==> config.mk <==
export PLATFORM = sky130hd
export DESIGN_NAME = i2c_master_bit_sequencer_top_flat
export DESIGN_NICKNAME = d
export VERILOG_FILES = /design/src/rtl/core/i2cms_pkg.sv /design/src/rtl/core/i2cms_if.sv /design/src/rtl/core/i2c_master_bit_sequencer_top.sv /design/src/rtl/core/i2cms_front.sv /design/src/rtl/core/i2cms_cmd_queue.sv /design/src/rtl/core/i2cms_seq.sv /design/src/flat_wrapper.sv
export SDC_FILE = /design/constraint.sdc
export NUM_CORES = 1
export LEC_CHECK = 0
export BUFFER_PORTS_ARGS = -buffer_cell sky130_fd_sc_hd__clkbuf_2
export CORE_ASPECT_RATIO = 2
export CORE_UTILIZATION = 56
export CTS_CLUSTER_DIAMETER = 40
export CTS_CLUSTER_SIZE = 8
export DETAILED_ROUTE_END_ITERATION = 10
export PLACE_DENSITY = 0.88
export SLEW_MARGIN = 20
export SYNTH_ARGS = -nofsm -noshare
export SYNTH_HDL_FRONTEND = slang
export SYNTH_SLANG_ARGS = --single-unit
==> constraint.sdc <==
create_clock -name clk -period 2.8 [get_ports clk]
set_input_delay 0.56 -clock clk [delete_from_list [all_inputs] [get_ports clk]]
set_output_delay 0.56 -clock clk [all_outputs]
set_load 0.05 [all_outputs]
==> src/rtl/core/i2cms_pkg.sv <==
// Package with the command codes, the queued command record and the queue port records.
package i2cms_pkg;

	// Command codes as they arrive on the request channel.
	typedef enum logic [2:0] {
		OP_START    = 3'd0,
		OP_STOP     = 3'd1,
		OP_WRITE    = 3'd2,
		OP_READ     = 3'd3,
		OP_SEND_ACK = 3'd4,
		OP_RECV_ACK = 3'd5
	} op_t;

	// Steps within one bit slot; start uses all four as its own sequence.
	localparam logic [1:0] PH_SETUP = 2'd0;
	localparam logic [1:0] PH_HIGH  = 2'd1;
	localparam logic [1:0] PH_LOW   = 2'd2;
	localparam logic [1:0] PH_END   = 2'd3;

	localparam logic [2:0] LAST_BIT = 3'd7;
	localparam int unsigned QUEUE_DEPTH = 2;

	// One classified command as it waits in the queue.
	typedef struct packed {
		op_t        op;
		logic [7:0] data;
		logic       ack;
	} cmd_t;

	// Write side of the queue.
	typedef struct packed {
		logic push;
		cmd_t cmd;
	} q_wr_t;

	// Read side of the queue.
	typedef struct packed {
		logic valid;
		cmd_t cmd;
	} q_rd_t;

endpackage

==> src/rtl/core/i2cms_if.sv <==
// Handshake interfaces for the request and result channels.
interface i2cms_req_if;
	logic       valid;
	logic       ready;
	logic [2:0] req_type;
	logic [7:0] tx_byte;
	logic       ack_level;
	logic [7:0] line_levels;

	modport source (output valid, req_type, tx_byte, ack_level, line_levels, input ready);
	modport sink (input valid, req_type, tx_byte, ack_level, line_levels, output ready);
endinterface

interface i2cms_rsp_if;
	logic       valid;
	logic       ready;
	logic       scl_level;
	logic       sda_level;
	logic [7:0] rx_byte;
	logic       ack_seen;
	logic       last;

	modport source (output valid, scl_level, sda_level, rx_byte, ack_seen, last, input ready);
	modport sink (input valid, scl_level, sda_level, rx_byte, ack_seen, last, output ready);
endinterface

==> src/rtl/core/i2c_master_bit_sequencer_top.sv <==
// Top level of the I2C master line sequencer: front end, command queue and sequencer.
//
//  channel | direction | payload                                          | items
//  req     | in        | req_type, tx_byte, ack_level, line_levels        | one command
//  rsp     | out       | scl_level, sda_level, rx_byte, ack_seen, last    | one pin write
//
// Each command yields its results one per cycle unless stalled: start 4, stop 3,
// write byte 24, read byte 17, send and receive ack 3; request codes 6 and 7 yield none.
// The sequencer's step counter sets the rate; a two-entry queue lets new commands be
// taken while the current one is still being played out.
// Reset leaves both lines released (high) and empties the queue and output register.
// A stalled result holds in the output register and stops the sequencer only.
module i2c_master_bit_sequencer_top (
	input  logic        clk,
	input  logic        arst_n,
	i2cms_req_if.sink   req,
	i2cms_rsp_if.source rsp
);
	import i2cms_pkg::*;

	q_wr_t q_wr;
	q_rd_t q_rd;
	logic  q_full;
	logic  q_pop;

	i2cms_front u_front (
		.req    (req),
		.q_full (q_full),
		.wr     (q_wr)
	);

	i2cms_cmd_queue u_queue (
		.clk    (clk),
		.arst_n (arst_n),
		.wr     (q_wr),
		.pop    (q_pop),
		.full   (q_full),
		.rd     (q_rd)
	);

	i2cms_seq u_seq (
		.clk    (clk),
		.arst_n (arst_n),
		.rd     (q_rd),
		.pop    (q_pop),
		.rsp    (rsp)
	);

endmodule

==> src/rtl/core/i2cms_front.sv <==
// Front end: accepts requests, drops unused codes and builds the queued command record.
module i2cms_front (
	i2cms_req_if.sink     req,
	input  logic          q_full,
	output i2cms_pkg::q_wr_t wr
);
	import i2cms_pkg::*;

	logic legal;
	op_t  op;

	// Take a request whenever the queue has room.
	assign req.ready = ~q_full;

	// Classify the request code; the two unused codes produce nothing.
	always_comb begin
		legal = 1'b1;
		op    = OP_START;
		case (req.req_type)
			OP_START:    op = OP_START;
			OP_STOP:     op = OP_STOP;
			OP_WRITE:    op = OP_WRITE;
			OP_READ:     op = OP_READ;
			OP_SEND_ACK: op = OP_SEND_ACK;
			OP_RECV_ACK: op = OP_RECV_ACK;
			default:     legal = 1'b0;
		endcase
	end

	// Keep only the operand the command needs.
	always_comb begin
		wr.push     = req.valid & ~q_full & legal;
		wr.cmd.op   = op;
		wr.cmd.data = (op == OP_READ) ? req.line_levels : req.tx_byte;
		wr.cmd.ack  = (op == OP_RECV_ACK) ? req.line_levels[0] : req.ack_level;
	end

endmodule

==> src/rtl/core/i2cms_cmd_queue.sv <==
// Two-entry command queue between the front end and the line sequencer.
module i2cms_cmd_queue (
	input  logic             clk,
	input  logic             arst_n,
	input  i2cms_pkg::q_wr_t wr,
	input  logic             pop,
	output logic             full,
	output i2cms_pkg::q_rd_t rd
);
	import i2cms_pkg::*;

	localparam int unsigned PTR_W = $clog2(QUEUE_DEPTH);

	cmd_t             mem_q [QUEUE_DEPTH];
	logic [PTR_W-1:0] wr_ptr_q;
	logic [PTR_W-1:0] rd_ptr_q;
	logic [PTR_W:0]   count_q;
	logic             do_pop;

	assign full     = (count_q == (PTR_W + 1)'(QUEUE_DEPTH)) ? 1'b1 : 1'b0;
	assign rd.valid = (count_q != '0);
	assign rd.cmd   = mem_q[rd_ptr_q];
	assign do_pop   = pop & rd.valid;

	// Pointer and fill-count bookkeeping.
	always_ff @(posedge clk or negedge arst_n) begin
		if (!arst_n) begin
			wr_ptr_q <= '0;
			rd_ptr_q <= '0;
			count_q  <= '0;
		end else begin
			if (wr.push)
				wr_ptr_q <= (wr_ptr_q == PTR_W'(QUEUE_DEPTH - 1)) ? '0 : wr_ptr_q + 1'b1;
			if (do_pop)
				rd_ptr_q <= (rd_ptr_q == PTR_W'(QUEUE_DEPTH - 1)) ? '0 : rd_ptr_q + 1'b1;
			if (wr.push && !do_pop)
				count_q <= count_q + 1'b1;
			else if (!wr.push && do_pop)
				count_q <= count_q - 1'b1;
		end
	end

	// Entry storage.
	always_ff @(posedge clk) begin
		if (wr.push)
			mem_q[wr_ptr_q] <= wr.cmd;
	end

endmodule

==> src/rtl/core/i2cms_seq.sv <==
// Back end: plays out the head command, one pin write per cycle unless stalled.
module i2cms_seq (
	input  logic             clk,
	input  logic             arst_n,
	input  i2cms_pkg::q_rd_t rd,
	output logic             pop,
	i2cms_rsp_if.source      rsp
);
	import i2cms_pkg::*;

	logic [1:0] phase_q;
	logic [2:0] bit_q;
	logic       scl_q;
	logic       sda_q;
	logic       out_valid_q;
	logic       out_scl_q;
	logic       out_sda_q;
	logic [7:0] out_rx_q;
	logic       out_ack_q;
	logic       out_last_q;

	logic       emit;
	logic       is_scl;
	logic       wr_val;
	logic       last_c;
	logic [7:0] rx_c;
	logic       ack_c;
	logic [1:0] phase_d;
	logic [2:0] bit_d;
	logic       scl_d;
	logic       sda_d;

	// A result is produced when a command waits and the output register is free.
	assign emit = rd.valid & (~out_valid_q | rsp.ready);
	assign pop  = emit & last_c;

	// Decode the current step into one pin write.
	always_comb begin
		is_scl = 1'b0;
		wr_val = 1'b1;
		last_c = 1'b0;
		rx_c   = '0;
		ack_c  = 1'b0;
		case (rd.cmd.op)
			OP_START: begin
				is_scl = phase_q[0];
				wr_val = (phase_q == PH_SETUP) || (phase_q == PH_HIGH);
				last_c = (phase_q == PH_END);
			end
			OP_STOP: begin
				is_scl = (phase_q == PH_HIGH);
				wr_val = (phase_q != PH_SETUP);
				last_c = (phase_q == PH_LOW);
			end
			OP_WRITE, OP_READ, OP_SEND_ACK, OP_RECV_ACK: begin
				is_scl = (phase_q != PH_SETUP);
				if (phase_q == PH_SETUP) begin
					// Data line set-up for this slot.
					case (rd.cmd.op)
						OP_WRITE:    wr_val = rd.cmd.data[~bit_q];
						OP_SEND_ACK: wr_val = rd.cmd.ack;
						default:     wr_val = 1'b1;
					endcase
				end else begin
					wr_val = (phase_q == PH_HIGH);
				end
				if (phase_q == PH_LOW) begin
					if ((rd.cmd.op == OP_WRITE) || (rd.cmd.op == OP_READ))
						last_c = (bit_q == LAST_BIT);
					else
						last_c = 1'b1;
				end
				if (last_c && (rd.cmd.op == OP_READ))
					rx_c = rd.cmd.data;
				if (last_c && (rd.cmd.op == OP_RECV_ACK))
					ack_c = rd.cmd.ack;
			end
			default: last_c = 1'b1;
		endcase
	end

	// Step counters and the line levels after this write.
	always_comb begin
		phase_d = phase_q + 1'b1;
		bit_d   = bit_q;
		if (last_c) begin
			phase_d = PH_SETUP;
			bit_d   = '0;
		end else if ((phase_q == PH_LOW) &&
				((rd.cmd.op == OP_WRITE) || (rd.cmd.op == OP_READ))) begin
			bit_d   = bit_q + 1'b1;
			phase_d = (rd.cmd.op == OP_READ) ? PH_HIGH : PH_SETUP;
		end
		scl_d = is_scl ? wr_val : scl_q;
		sda_d = is_scl ? sda_q : wr_val;
	end

	// Sequencer state and line levels.
	always_ff @(posedge clk or negedge arst_n) begin
		if (!arst_n) begin
			phase_q     <= PH_SETUP;
			bit_q       <= '0;
			scl_q       <= 1'b1;
			sda_q       <= 1'b1;
			out_valid_q <= 1'b0;
		end else begin
			if (emit) begin
				phase_q <= phase_d;
				bit_q   <= bit_d;
				scl_q   <= scl_d;
				sda_q   <= sda_d;
			end
			if (emit)
				out_valid_q <= 1'b1;
			else if (rsp.ready)
				out_valid_q <= 1'b0;
		end
	end

	// Output register payload.
	always_ff @(posedge clk) begin
		if (emit) begin
			out_scl_q  <= scl_d;
			out_sda_q  <= sda_d;
			out_rx_q   <= rx_c;
			out_ack_q  <= ack_c;
			out_last_q <= last_c;
		end
	end

	assign rsp.valid     = out_valid_q;
	assign rsp.scl_level = out_scl_q;
	assign rsp.sda_level = out_sda_q;
	assign rsp.rx_byte   = out_rx_q;
	assign rsp.ack_seen  = out_ack_q;
	assign rsp.last      = out_last_q;

endmodule

==> src/flat_wrapper.sv <==
// flat-port wrapper written by rule: the top's interface ports become plain ports
module i2c_master_bit_sequencer_top_flat import i2cms_pkg::*;
  (clk, arst_n, req_valid, req_req_type, req_tx_byte, req_ack_level, req_line_levels, req_ready, rsp_valid, rsp_scl_level, rsp_sda_level, rsp_rx_byte, rsp_ack_seen, rsp_last, rsp_ready);
  i2cms_req_if req_i ();
  i2cms_rsp_if rsp_i ();
  input  logic clk;
  input  logic arst_n;
  input wire logic [$bits(req_i.valid)-1:0] req_valid;
  input wire logic [$bits(req_i.req_type)-1:0] req_req_type;
  input wire logic [$bits(req_i.tx_byte)-1:0] req_tx_byte;
  input wire logic [$bits(req_i.ack_level)-1:0] req_ack_level;
  input wire logic [$bits(req_i.line_levels)-1:0] req_line_levels;
  output wire logic [$bits(req_i.ready)-1:0] req_ready;
  output wire logic [$bits(rsp_i.valid)-1:0] rsp_valid;
  output wire logic [$bits(rsp_i.scl_level)-1:0] rsp_scl_level;
  output wire logic [$bits(rsp_i.sda_level)-1:0] rsp_sda_level;
  output wire logic [$bits(rsp_i.rx_byte)-1:0] rsp_rx_byte;
  output wire logic [$bits(rsp_i.ack_seen)-1:0] rsp_ack_seen;
  output wire logic [$bits(rsp_i.last)-1:0] rsp_last;
  input wire logic [$bits(rsp_i.ready)-1:0] rsp_ready;
  assign req_i.valid = req_valid;
  assign req_i.req_type = req_req_type;
  assign req_i.tx_byte = req_tx_byte;
  assign req_i.ack_level = req_ack_level;
  assign req_i.line_levels = req_line_levels;
  assign req_ready = req_i.ready;
  assign rsp_valid = rsp_i.valid;
  assign rsp_scl_level = rsp_i.scl_level;
  assign rsp_sda_level = rsp_i.sda_level;
  assign rsp_rx_byte = rsp_i.rx_byte;
  assign rsp_ack_seen = rsp_i.ack_seen;
  assign rsp_last = rsp_i.last;
  assign rsp_i.ready = rsp_ready;
  i2c_master_bit_sequencer_top u_core (.clk(clk), .arst_n(arst_n), .req(req_i), .rsp(rsp_i));
endmodule
After elaboration in Yosys (flattened, before gate mapping)
Memory sizes are Yosys's and may differ from the RTL's.
Index checks and enable logic that the tools add are counted.
{ "classes": {"eq_ne": 17, "reduce_logical": 22, "bitwise_logic": 9, "n_addsub": 6, "order_cmp": 1, "muxes": 30} }
{ "op_table": {"columns": ["op", "n"], "rows": [
  ["$eq A3 B3 Y1 const B", 6],
  ["$mux W1", 17],
  ["$eq A3 B2 Y1 const B", 5],
  ["$pmux W3 S5", 1],
  ["$reduce_bool A2 Y1", 5],
  ["$pmux W1 S3", 3],
  ["$mux W2", 4],
  ["$mux W8", 1],
  ["$eq A2 B2 Y1 const B", 3],
  ["$eq A3 B1 Y1 const B", 2],
  ["$logic_not A3 Y1", 2],
  ["$mux W3", 2],
  ["$reduce_and A2 Y1", 3],
  ["$reduce_or A6 Y1", 1],
  ["$and A1 B1 Y1", 5],
  ["$logic_and A1 B1 Y1", 5],
  ["$add A2 B1 Y2 const B", 2],
  ["$lt A3 B4 Y1 const B", 1],
  ["$reduce_or A4 Y1", 1],
  ["$add A3 B1 Y3 const B", 1],
  ["$bmux W1 S3", 1],
  ["$not A3 Y3", 1],
  ["$add A1 B1 Y1 const B", 2],
  ["$eq A2 B1 Y1 const B", 1],
  ["7 further kinds", 10]
]} }
{ "word_totals": {"out_inout_bits": 14, "inputBits": 24, "mem_count": 1, "elab_cells": 99, "mem_bits_rw": 24, "ff_bits": 24} }
{ "mem_list": {"columns": ["memory", "depth", "word_bits", "read_ports", "rd_ports_with_merged_regs", "wr", "line_no", "text"], "rows": [
  ["u_core.u_queue.mem_q", 2, 12, 1, 0, 1, "i2cms_cmd_queue.sv:14", "cmd_t mem_q [QUEUE_DEPTH];"]
]} }

Depth between registers and ports, before layout
Gate-level depths: netlist of run 1.
An unclocked memory read counts as a cell.
{ "depth": {"depth_word": 12, "mapped_depth": 10} }

Hierarchy
A second synthesis of run 1 with hierarchy kept.
{ "unflattened": {"hier_cells": 175, "hier_area_um2": 2423.6} }
{ "by_module_without_submodules": {"columns": ["module", "n_inst", "area_each_um2", "seq_area_each_um2", "cells_each"], "rows": [
  ["i2cms_seq", 1, 1119.8, 563.0, 100],
  ["i2cms_cmd_queue", 1, 1102.3, 820.8, 53],
  ["i2cms_front", 1, 201.4, 0.0, 22]
]} }

Worst setup path before layout of run 1
Ideal clock, no wire load.
{ "synth_path": {"kind": "register to register", "from": "register u_core.u_seq.out_valid_q, in the netlist u_core.u_seq.rsp.valid", "to": "register u_core.u_queue.count_q[1]", "path_stages_with_launch": 9, "synth_period_minus_slack_ps": 2065, "arrival_time_ps": 1986, "slack_ps": 735, "required_ps": 2721, "path_cell_list": "dfrtp_1 -> nand2b_1 -> o21ai_0 -> inv_1 -> nand2_1 -> ha_1 -> xor2_1 -> nor2_1 -> xor2_1"} }
{ "synth_between": {"elab_chain_len": 8} }
{ "synth_lines": {"columns": ["element", "line_no", "text"], "rows": [
  ["from (decl)", "i2cms_seq.sv:15", "logic out_valid_q;"],
  ["from (signal assigned)", "i2cms_seq.sv:105", "out_valid_q <= 1'b0;"],
  ["from (signal assigned)", "i2cms_seq.sv:114", "out_valid_q <= 1'b1;"],
  ["from (signal assigned)", "i2cms_seq.sv:116", "out_valid_q <= 1'b0;"],
  ["$not A1 Y1 *", "i2cms_seq.sv:34", "assign emit = rd.valid & (~out_valid_q | rsp.ready);"],
  ["$or A1 B1 Y1 *", "i2cms_seq.sv:34", null],
  ["$and A1 B1 Y1 *", "i2cms_seq.sv:34", null],
  ["named net u_core.u_seq.emit", "i2cms_seq.sv:22", "logic emit;"],
  ["$and A1 B1 Y1 *", "i2cms_seq.sv:35", "assign pop = emit & last_c;"],
  ["$and A1 B1 Y1 *", "i2cms_cmd_queue.sv:23", "assign do_pop = pop & rd.valid;"],
  ["$logic_not A1 Y1", "i2cms_cmd_queue.sv:36", "if (wr.push && !do_pop)"],
  ["$logic_and A1 B1 Y1", "i2cms_cmd_queue.sv:36", null],
  ["$mux W2 or $reduce_bool A2 Y1 (tied branches)", null, null],
  ["to (signal assigned)", "i2cms_cmd_queue.sv:37", "count_q <= count_q + 1'b1;"],
  ["to (signal assigned)", "i2cms_cmd_queue.sv:39", "count_q <= count_q - 1'b1;"],
  ["to (decl)", "i2cms_cmd_queue.sv:17", "logic [PTR_W:0] count_q;"]
]} }
Mark *: on every way through the listed nets, which the timed path passes. The rest lies on a longest branch.
A chain may end at the register's enable or synchronous reset.

Worst setup path in the final report of run 1
{ "layout_path": {"from": "register u_core.u_seq.bit_q[0]", "to": "register u_core.u_queue.count_q[1]"} }
{ "layout_between": {"elab_chain_len": 10} }
{ "layout_lines": {"columns": ["element", "line_no", "text"], "rows": [
  ["from (decl)", "i2cms_seq.sv:12", "logic [2:0] bit_q;"],
  ["from (signal assigned)", "i2cms_seq.sv:109", "bit_q <= bit_d;"],
  ["$eq A3 B3 Y1 *", "i2cms_seq.sv:69", "last_c = (bit_q == LAST_BIT);"],
  ["$mux W1 *", "i2cms_seq.sv:68", "if ((rd.cmd.op == OP_WRITE) || (rd.cmd.op == OP_READ))"],
  ["$mux W1 *", "i2cms_seq.sv:67", "if (phase_q == PH_LOW) begin"],
  ["$mux W1 *", "i2cms_seq.sv:44", "case (rd.cmd.op)"],
  ["$pmux W1 S3 *", "i2cms_seq.sv:44", null],
  ["named net u_core.u_seq.last_c", "i2cms_seq.sv:25", "logic last_c;"],
  ["$and A1 B1 Y1 *", "i2cms_seq.sv:35", null],
  ["$and A1 B1 Y1 *", "i2cms_cmd_queue.sv:23", null],
  ["$logic_not A1 Y1", "i2cms_cmd_queue.sv:36", null],
  ["$logic_and A1 B1 Y1", "i2cms_cmd_queue.sv:36", null],
  ["$mux W2 or $reduce_bool A2 Y1 (tied branches)", null, null]
]} }
Mark *: on every way through the listed nets, which the timed path passes. The rest lies on a longest branch. The select of a mux whose other input is x is not followed.

==> results of run 1 <==
==> cell type report <==
class	count	area (sq um)	share of cell area [%]
flip-flops and latches	48	1380	51.4
inverters	7	26.3	0.976
clock inverters	1	8.76	0.325
well taps	52	65.1	2.42
clock buffers	7	86.3	3.21
repair buffers	41	215	8.00
multi-input cells	118	906	33.7
==> Yosys cell counts, drive strengths merged (3+ instances only) <==
cell	n	share of area, %
nor2b	4	1.1
buf	3	1.4
nand2	11	1.7
clkbuf	3	0.63
dfrtp	10	11
mux2	16	7.8
inv	7	1.1
nor4	3	1.3
a21oi	4	0.85
nor2	15	2.4
edfxtp	36	46
nand2b	3	0.79
xnor2	3	1.1
nor3	6	1.3
nor3b	3	0.95
mux2i	15	6.5
ha	3	1.6
o21ai	5	1.1
o211ai	3	1.2
==> worst max-delay path by stage <==
stage	startpoint	to	depth (start not counted)
after global placement	u_core.u_seq.bit_q[0]	u_core.u_queue.count_q[1]	9
after CTS	u_core.u_seq.bit_q[0]	u_core.u_queue.count_q[1]	9
after floorplan	u_core.u_seq.rsp.valid	u_core.u_queue.count_q[1]	8
after detailed placement	u_core.u_seq.bit_q[0]	u_core.u_queue.count_q[1]	9
after global routing	u_core.u_seq.bit_q[0]	u_core.u_queue.count_q[1]	10
final	u_core.u_seq.bit_q[0]	u_core.u_queue.count_q[1]	10
==> per-stage QoR <==
stage                     utilization, %  area [sq um]
after floorplan                        -          2360
after global placement              63.5          2600
after detailed placement            63.5          2600
after CTS                           65.8          2690
after global routing                65.8          2690
final                               65.8          2690
==> power groups by stage <==
stage	registers, W	clock network, W	logic, W
detailed placement	0.00122	0	0.00117
floorplan	0.00137	0	0.000766
CTS	0.00120	0.000423	0.00117
finish	0.00120	0.000422	0.00116
global route	0.00123	0.000452	0.00126
global placement	0.00121	0	0.00114
==> flip-flops by register name (all words and copies together), names as in the netlist, 2 cells and up <==
register and cells:
u_core.u_seq.phase_q 2, u_core.u_seq.rsp.rx_byte 8, u_core.u_seq.bit_q 3, u_core.u_queue.count_q 2
u_core.u_queue.mem_q 24
==> layout by cell type (no fill, tap or decap), types with 2 or more instances in the layout <==
cell type  instances
ha_1               3
o211ai_1           2
and2_1             2
inv_1              7
edfxtp_1          36
nor3_1             6
dfstp_2            2
nor4_2             2
clkbuf_2          37
nor2_1            15
mux2_2            15
xor2_1             2
mux2i_1           14
nand3_1            2
xnor2_1            3
buf_4              4
nor2b_1            4
nand2_1           11
a21oi_1            4
o21ai_0            4
nor3b_1            3
a32o_1             2
dfrtp_1           10
clkbuf_8           6
nand2b_1           3
a22o_1             2
==> critical path, delay by kind of cell (launching register included) <==
family | cells | cell delay (ns)
AO/OA/AOI/OAI | 2 | 0.50
XOR/XNOR | 2 | 0.31
adder cells (fa/ha/maj) | 3 | 0.67
flip-flops | 1 | 0.59
multiplexers | 1 | 0.10
AND/OR/NAND/NOR | 2 | 0.27
==> layer usage <==
| layer | track usage (%) | vias up | wire (microns) | part of all wire (%) |
|---|---|---|---|---|
| met1 | 20.1 | 756 | 1480 | 33 |
| met2 | 42.7 | 43 | 2670 | 60 |
| met5 | 0 | - | 0 | 0 |
| met3 | 6.15 | 12 | 125 | 2.8 |
| li1 | - | 751 | - | - |
| met4 | 10.9 | 0 | 159 | 3.6 |
==> logic make-up (layout without fill, tap and decap cells) <==
kind of cell    after synthesis  count (layout)
mux                          31              31
xor+xnor                      5               5
flops                        48              48
buf+inv                      13              56
simple gates                 53              53
fa+ha+maj                     3               3
compound gates               26              26
==> flow_summary.toml, run 1 <==
[run_status]
status = "completed"

[timing]
worst_slack_ns = 0.285
finalSetupViolations = 0
maxClockFrequency_mhz = 398
drv_slew = 0
tightestPinTransition_ns = 0.650
period_minus_slack_ns = 2.51
hold_ws_ns = 0.146
relSlewSlack_pct = 56.2
rsz0062_at_grt = "no"
finClkSkew_ns = 0.00471
hold_viol = 0
setup_tns_ns = 0
min_period_over_period_pct = 89.8

[finish]
num_antenna_cells = 0
drive_gt1_share_pct = 32.9
fin_cells = 274
fillers = 298
synthToLayoutAreaGrowth_pct = 13.8
nets = 248

[power]
p_clk_share_pct = 15.1
switching_share_pct = 40.6
power_per_cell_area_nw_per_um2 = 1040
leakage_nw = 1.08
ir_drop_v = 0.000649
p_switching_w = 0.00113
seqPwrFrac_pct = 43.1
p_int_w = 0.00166
finalPower_w = 0.00279
p_comb_share_pct = 41.7

[cts]
insertion_delay_ns = 0.30
ctsHoldBuffers = 0
cts-root-buf = "clkbuf_8"
cts.sinks = 48
cts_made_buffers = 5
clk_pin_slew_ns = 0.08
cts_htree_levels = 2
cts_setup_buffers = 0
clk_path_buf_depth = 2
cts_resized = 0
cts_tree = "yes"

[worst_setup_path]
crit_chain = "ha_1 > ha_1 > mux2i_1 > a32o_1 > o211ai_2 > nand2_1 > ha_1 > xor2_1 > nor2_1 > xor2_1"
path_class = "flip-flop to flip-flop"
r2r_slack_ns = 0.29
cp-end-kind = "flip-flop"
required_ns = 3.02
crit_top_cell = "ha_1"
max_stage_delay_ns = 0.59
setup.worst_path.start_class = "flip-flop"
r2r_cells = 10
arrival_ns = 2.74
r2r_end = "u_core.u_queue.count_q[1]"
cp_max_fo = 10
critPathSlowestCell = "dfrtp_1"
rr_startpoint = "u_core.u_seq.bit_q[0]"

[placement]
placedCellCount = 266
dpl_worst_slack_ns = 0.327
numPortBuffers = 37
gp_congestion = 0.857
hpwl_microns = 3550

[die]
die_y_microns = 93.9
core-area_sq_um = 4090
ios = 38
rows = 33
initial_utilization_pct = 57.9
die_w_microns = 48.0
die_area_sq_um = 4500

[synth]
synthFlopType = "edfxtp_1"
synth_nets = 206
synth_adder_area_share_pct = 1.59
yosys.area_share.simple_pct = 11.6
synthMuxAreaShare_pct = 14.3
ys_async_sr_fraction_pct = 25.0
syn_avg_cell_area_sq_um = 13.2
ys_ff_latch = 48
ys_seq_area_share_pct = 58.5
synth_top_family_by_area = "multiplexers"
synth_edf_count = 36
synthCells = 179
yosysWarnings = 0
synth_xor_area_share_pct = 1.85
syn-cell-area_sq_um = 2360
synth_compound_area_share_pct = 8.94
synth_cell_type_count = 44

[drt]
wl_microns = 4440
vias_per_cell = 5.70
drt_iter0_drc = 40
dr.pass1.iters = 5
drc = 0
ant_nets = 0
num_vias = 1562
avgRoutedWirePerCell_microns = 16.2

[hold_path]
hold_class = "input pin to asynchronous set/reset pin"

[global_route]
grt_pass1_vias = 1613
grt_max_degree = 17
grt_usage_pct = 22.9
grt_antenna_before_repair = 0
overflow = 0
grt_pass1_wl_microns = 7000

[flow_run]
cap_viol_max_count = 0
(Power assumes the default switching activity.)
==> run 2, diff against run 1 <==
- ABC_AREA: default -> 1
- CORE_UTILIZATION: 56 -> 55
- PLACE_DENSITY: 0.88 -> 0.87
==> run 2 against run 1 <==
Sequential power about the same. Global-route usage shrank 1.8 points. Via count grew 8.3%. Worst hold slack lost 0.020 ns. Power increased by 9.2%. Sequential cell count unchanged. Largest cell class unchanged.
==> flow_summary.toml, run 2 <==
[run_status]
status = "completed"

[timing]
hold_viol = 0
finalSetupViolations = 0
tightestPinTransition_ns = 0.552
period_minus_slack_ns = 2.46
relSlewSlack_pct = 62.9
drv_slew = 0
setup_tns_ns = 0
min_period_over_period_pct = 87.9
finClkSkew_ns = 0.0107
maxClockFrequency_mhz = 406
rsz0062_at_grt = "no"

[synth]
yosysMostFrequentCell = "nand2_1"
syn-cell-area_sq_um = 2290
synth_edf_count = 36
ys_seq_area_share_pct = 60.4
ys_ff_latch = 48
synthFlopType = "edfxtp_1"
syn_avg_cell_area_sq_um = 10.1
synth_top_area_share_pct = 47.2
synth_cell_type_count = 30
yosysWarnings = 0
synthCells = 226
yosys.area.top_type = "edfxtp_1"
synth.top_cells.by_count = "nand2_1 (50), edfxtp_1 (36), inv_1 (30)"
ys_async_sr_fraction_pct = 25.0
synth_nets = 253
synthTopCellsByArea = "edfxtp_1 (47%), dfrtp_1 (11%), nand2_1 (8.2%), inv_1 (4.9%), nand3_1 (4.6%)"

[cts]
cts.sinks = 48
clk_path_buf_depth = 2
cts-root-buf = "clkbuf_8"
cts_setup_buffers = 0
cts_tree = "yes"
cts_htree_levels = 2
cts_made_buffers = 5
insertion_delay_ns = 0.31
clk_pin_slew_ns = 0.09

[global_route]
grt_usage_pct = 21.1
grt_pass1_wl_microns = 6660
grt_pass1_vias = 1648
overflow = 0
grt_max_degree = 18
grt_antenna_before_repair = 0

[finish]
num_antenna_cells = 0
postLayoutCoreUtil_pct = 68.0
drive_gt1_share_pct = 24.9
final_common_cell = "nand2_1"
max_flop_register = "u_core.u_queue.mem_q"
largest_reg_flops = 24
fillers = 328
synthToLayoutAreaGrowth_pct = 16.4
final_cell_mix = "nand2_1 (50), clkbuf_2 (37), edfxtp_1 (36), inv_1 (30), nand3_1 (21)"
nets = 299

[drt]
avgRoutedWirePerCell_microns = 12.1
dr.pass1.iters = 4
num_vias = 1692
ant_nets = 0
wl_microns = 3930
drt_iter0_drc = 35
vias_per_cell = 5.22
drc = 0

[worst_setup_path]
arrival_ns = 2.65
path_class = "flip-flop to flip-flop"
cp-end-kind = "flip-flop"
setup.worst_path.start_class = "flip-flop"
cp_max_fo = 16
required_ns = 2.99

[die]
die_w_microns = 47.6
rows = 32
die_y_microns = 93.3
ios = 38
initial_utilization_pct = 58.4
die_area_sq_um = 4440
core-area_sq_um = 3920

[power]
leakage_nw = 1.23
finalPower_w = 0.00305
power_per_cell_area_nw_per_um2 = 1140
ir_drop_v = 0.000629

[placement]
numPortBuffers = 37
hpwl_microns = 3040
gp_congestion = 0.864

[flow_run]
cap_viol_max_count = 0

[hold_path]
hold_class = "input pin to asynchronous set/reset pin"
## run 2: worst max-delay path, stage by stage (launching register included)
cell	delay, ns
dfrtp_2	0.52
o21ai_2	0.36
nand2_2	0.07
nor2_1	0.15
nand2_1	0.09
o21ai_1	0.08
nand2_1	0.10
o211ai_4	0.13
nand2_4	0.10
ha_1	0.33
a21oi_1	0.13
o21ai_0	0.13
xor2_1	0.16
## run 2: worst paths after layout
kind | from | end | slack, ns | cells after the start
hold / removal | arst_n | u_core.u_seq.rsp.valid | 0.13 | 1
hold reg to reg | u_core.u_seq.sda_q | u_core.u_seq.sda_q | 0.47 | 2
setup reg to reg | u_core.u_queue.rd_ptr_q | u_core.u_queue.count_q[1] | 0.34 | 12
max in group asynchronous | arst_n | u_core.u_seq.scl_q | 2.39 | 1
min in group clk | rsp_ready | u_core.u_seq.rsp.valid | 0.43 | 2
setup / recovery | u_core.u_queue.rd_ptr_q | u_core.u_queue.count_q[1] | 0.34 | 12
## run 2: cell type report
cell class                      count  area [sq um]  area share, %
Sequential cell                    48          1390           51.9
Multi-Input combinational cell    144           776           29.1
Timing Repair Buffer               40           208           7.79
Inverter                           33           124           4.64
Clock buffer                        5          68.8           2.58
Tap cell                           51          63.8           2.39
Clock inverter                      3          42.5           1.59
## run 2: layer usage
layer	GRT usage, %	vias up	share of wire, %
li1	-	842	-
met1	21.1	786	37
met2	37.0	52	57
met3	4.63	12	3.2
met4	11.8	0	3.5
met5	0	-	0
## run 2: through the flow
stage | worst slack, ns | instance area (sq um) | cells | hold slack [ns]
global placement | 0.422 | 2550 | 316 | 0.453
finish | 0.340 | 2670 | 324 | 0.126
floorplan | 0.266 | 2290 | 226 | 0.264
global route | 0.128 | 2670 | 324 | 0.139
CTS | 0.241 | 2670 | 324 | 0.129
detailed placement | 0.266 | 2550 | 316 | 0.456
## run 2: kinds of logic (layout without fill, tap and decap cells)
kind of cell               count (synthesis)  after routing  synth area share (%)
muxes                                      8              8                  3.88
and+or+nand+nor                          106            106                  20.6
xor gates and xnor gates                   4              4                  1.53
adders and majority gates                  3              3                  1.64
DFF                                       48             48                  60.4
buffers and inverters                     34             81                  5.73
AOI/OAI and AO/OA                         23             23                  6.17
## run 2: power breakdown
part           total (W)  switching, W  internal (W)
clock network   0.000486      0.000222      0.000264
logic            0.00137      0.000977      0.000396
registers        0.00119      0.000139       0.00105
total            0.00305       0.00134       0.00171
## run 2: repair_timing
item	CTS	global route
setup endpoints to repair	0	1
endpoints found under the hold margin	0	0
hold buffers	0	0
resized for setup	0	1
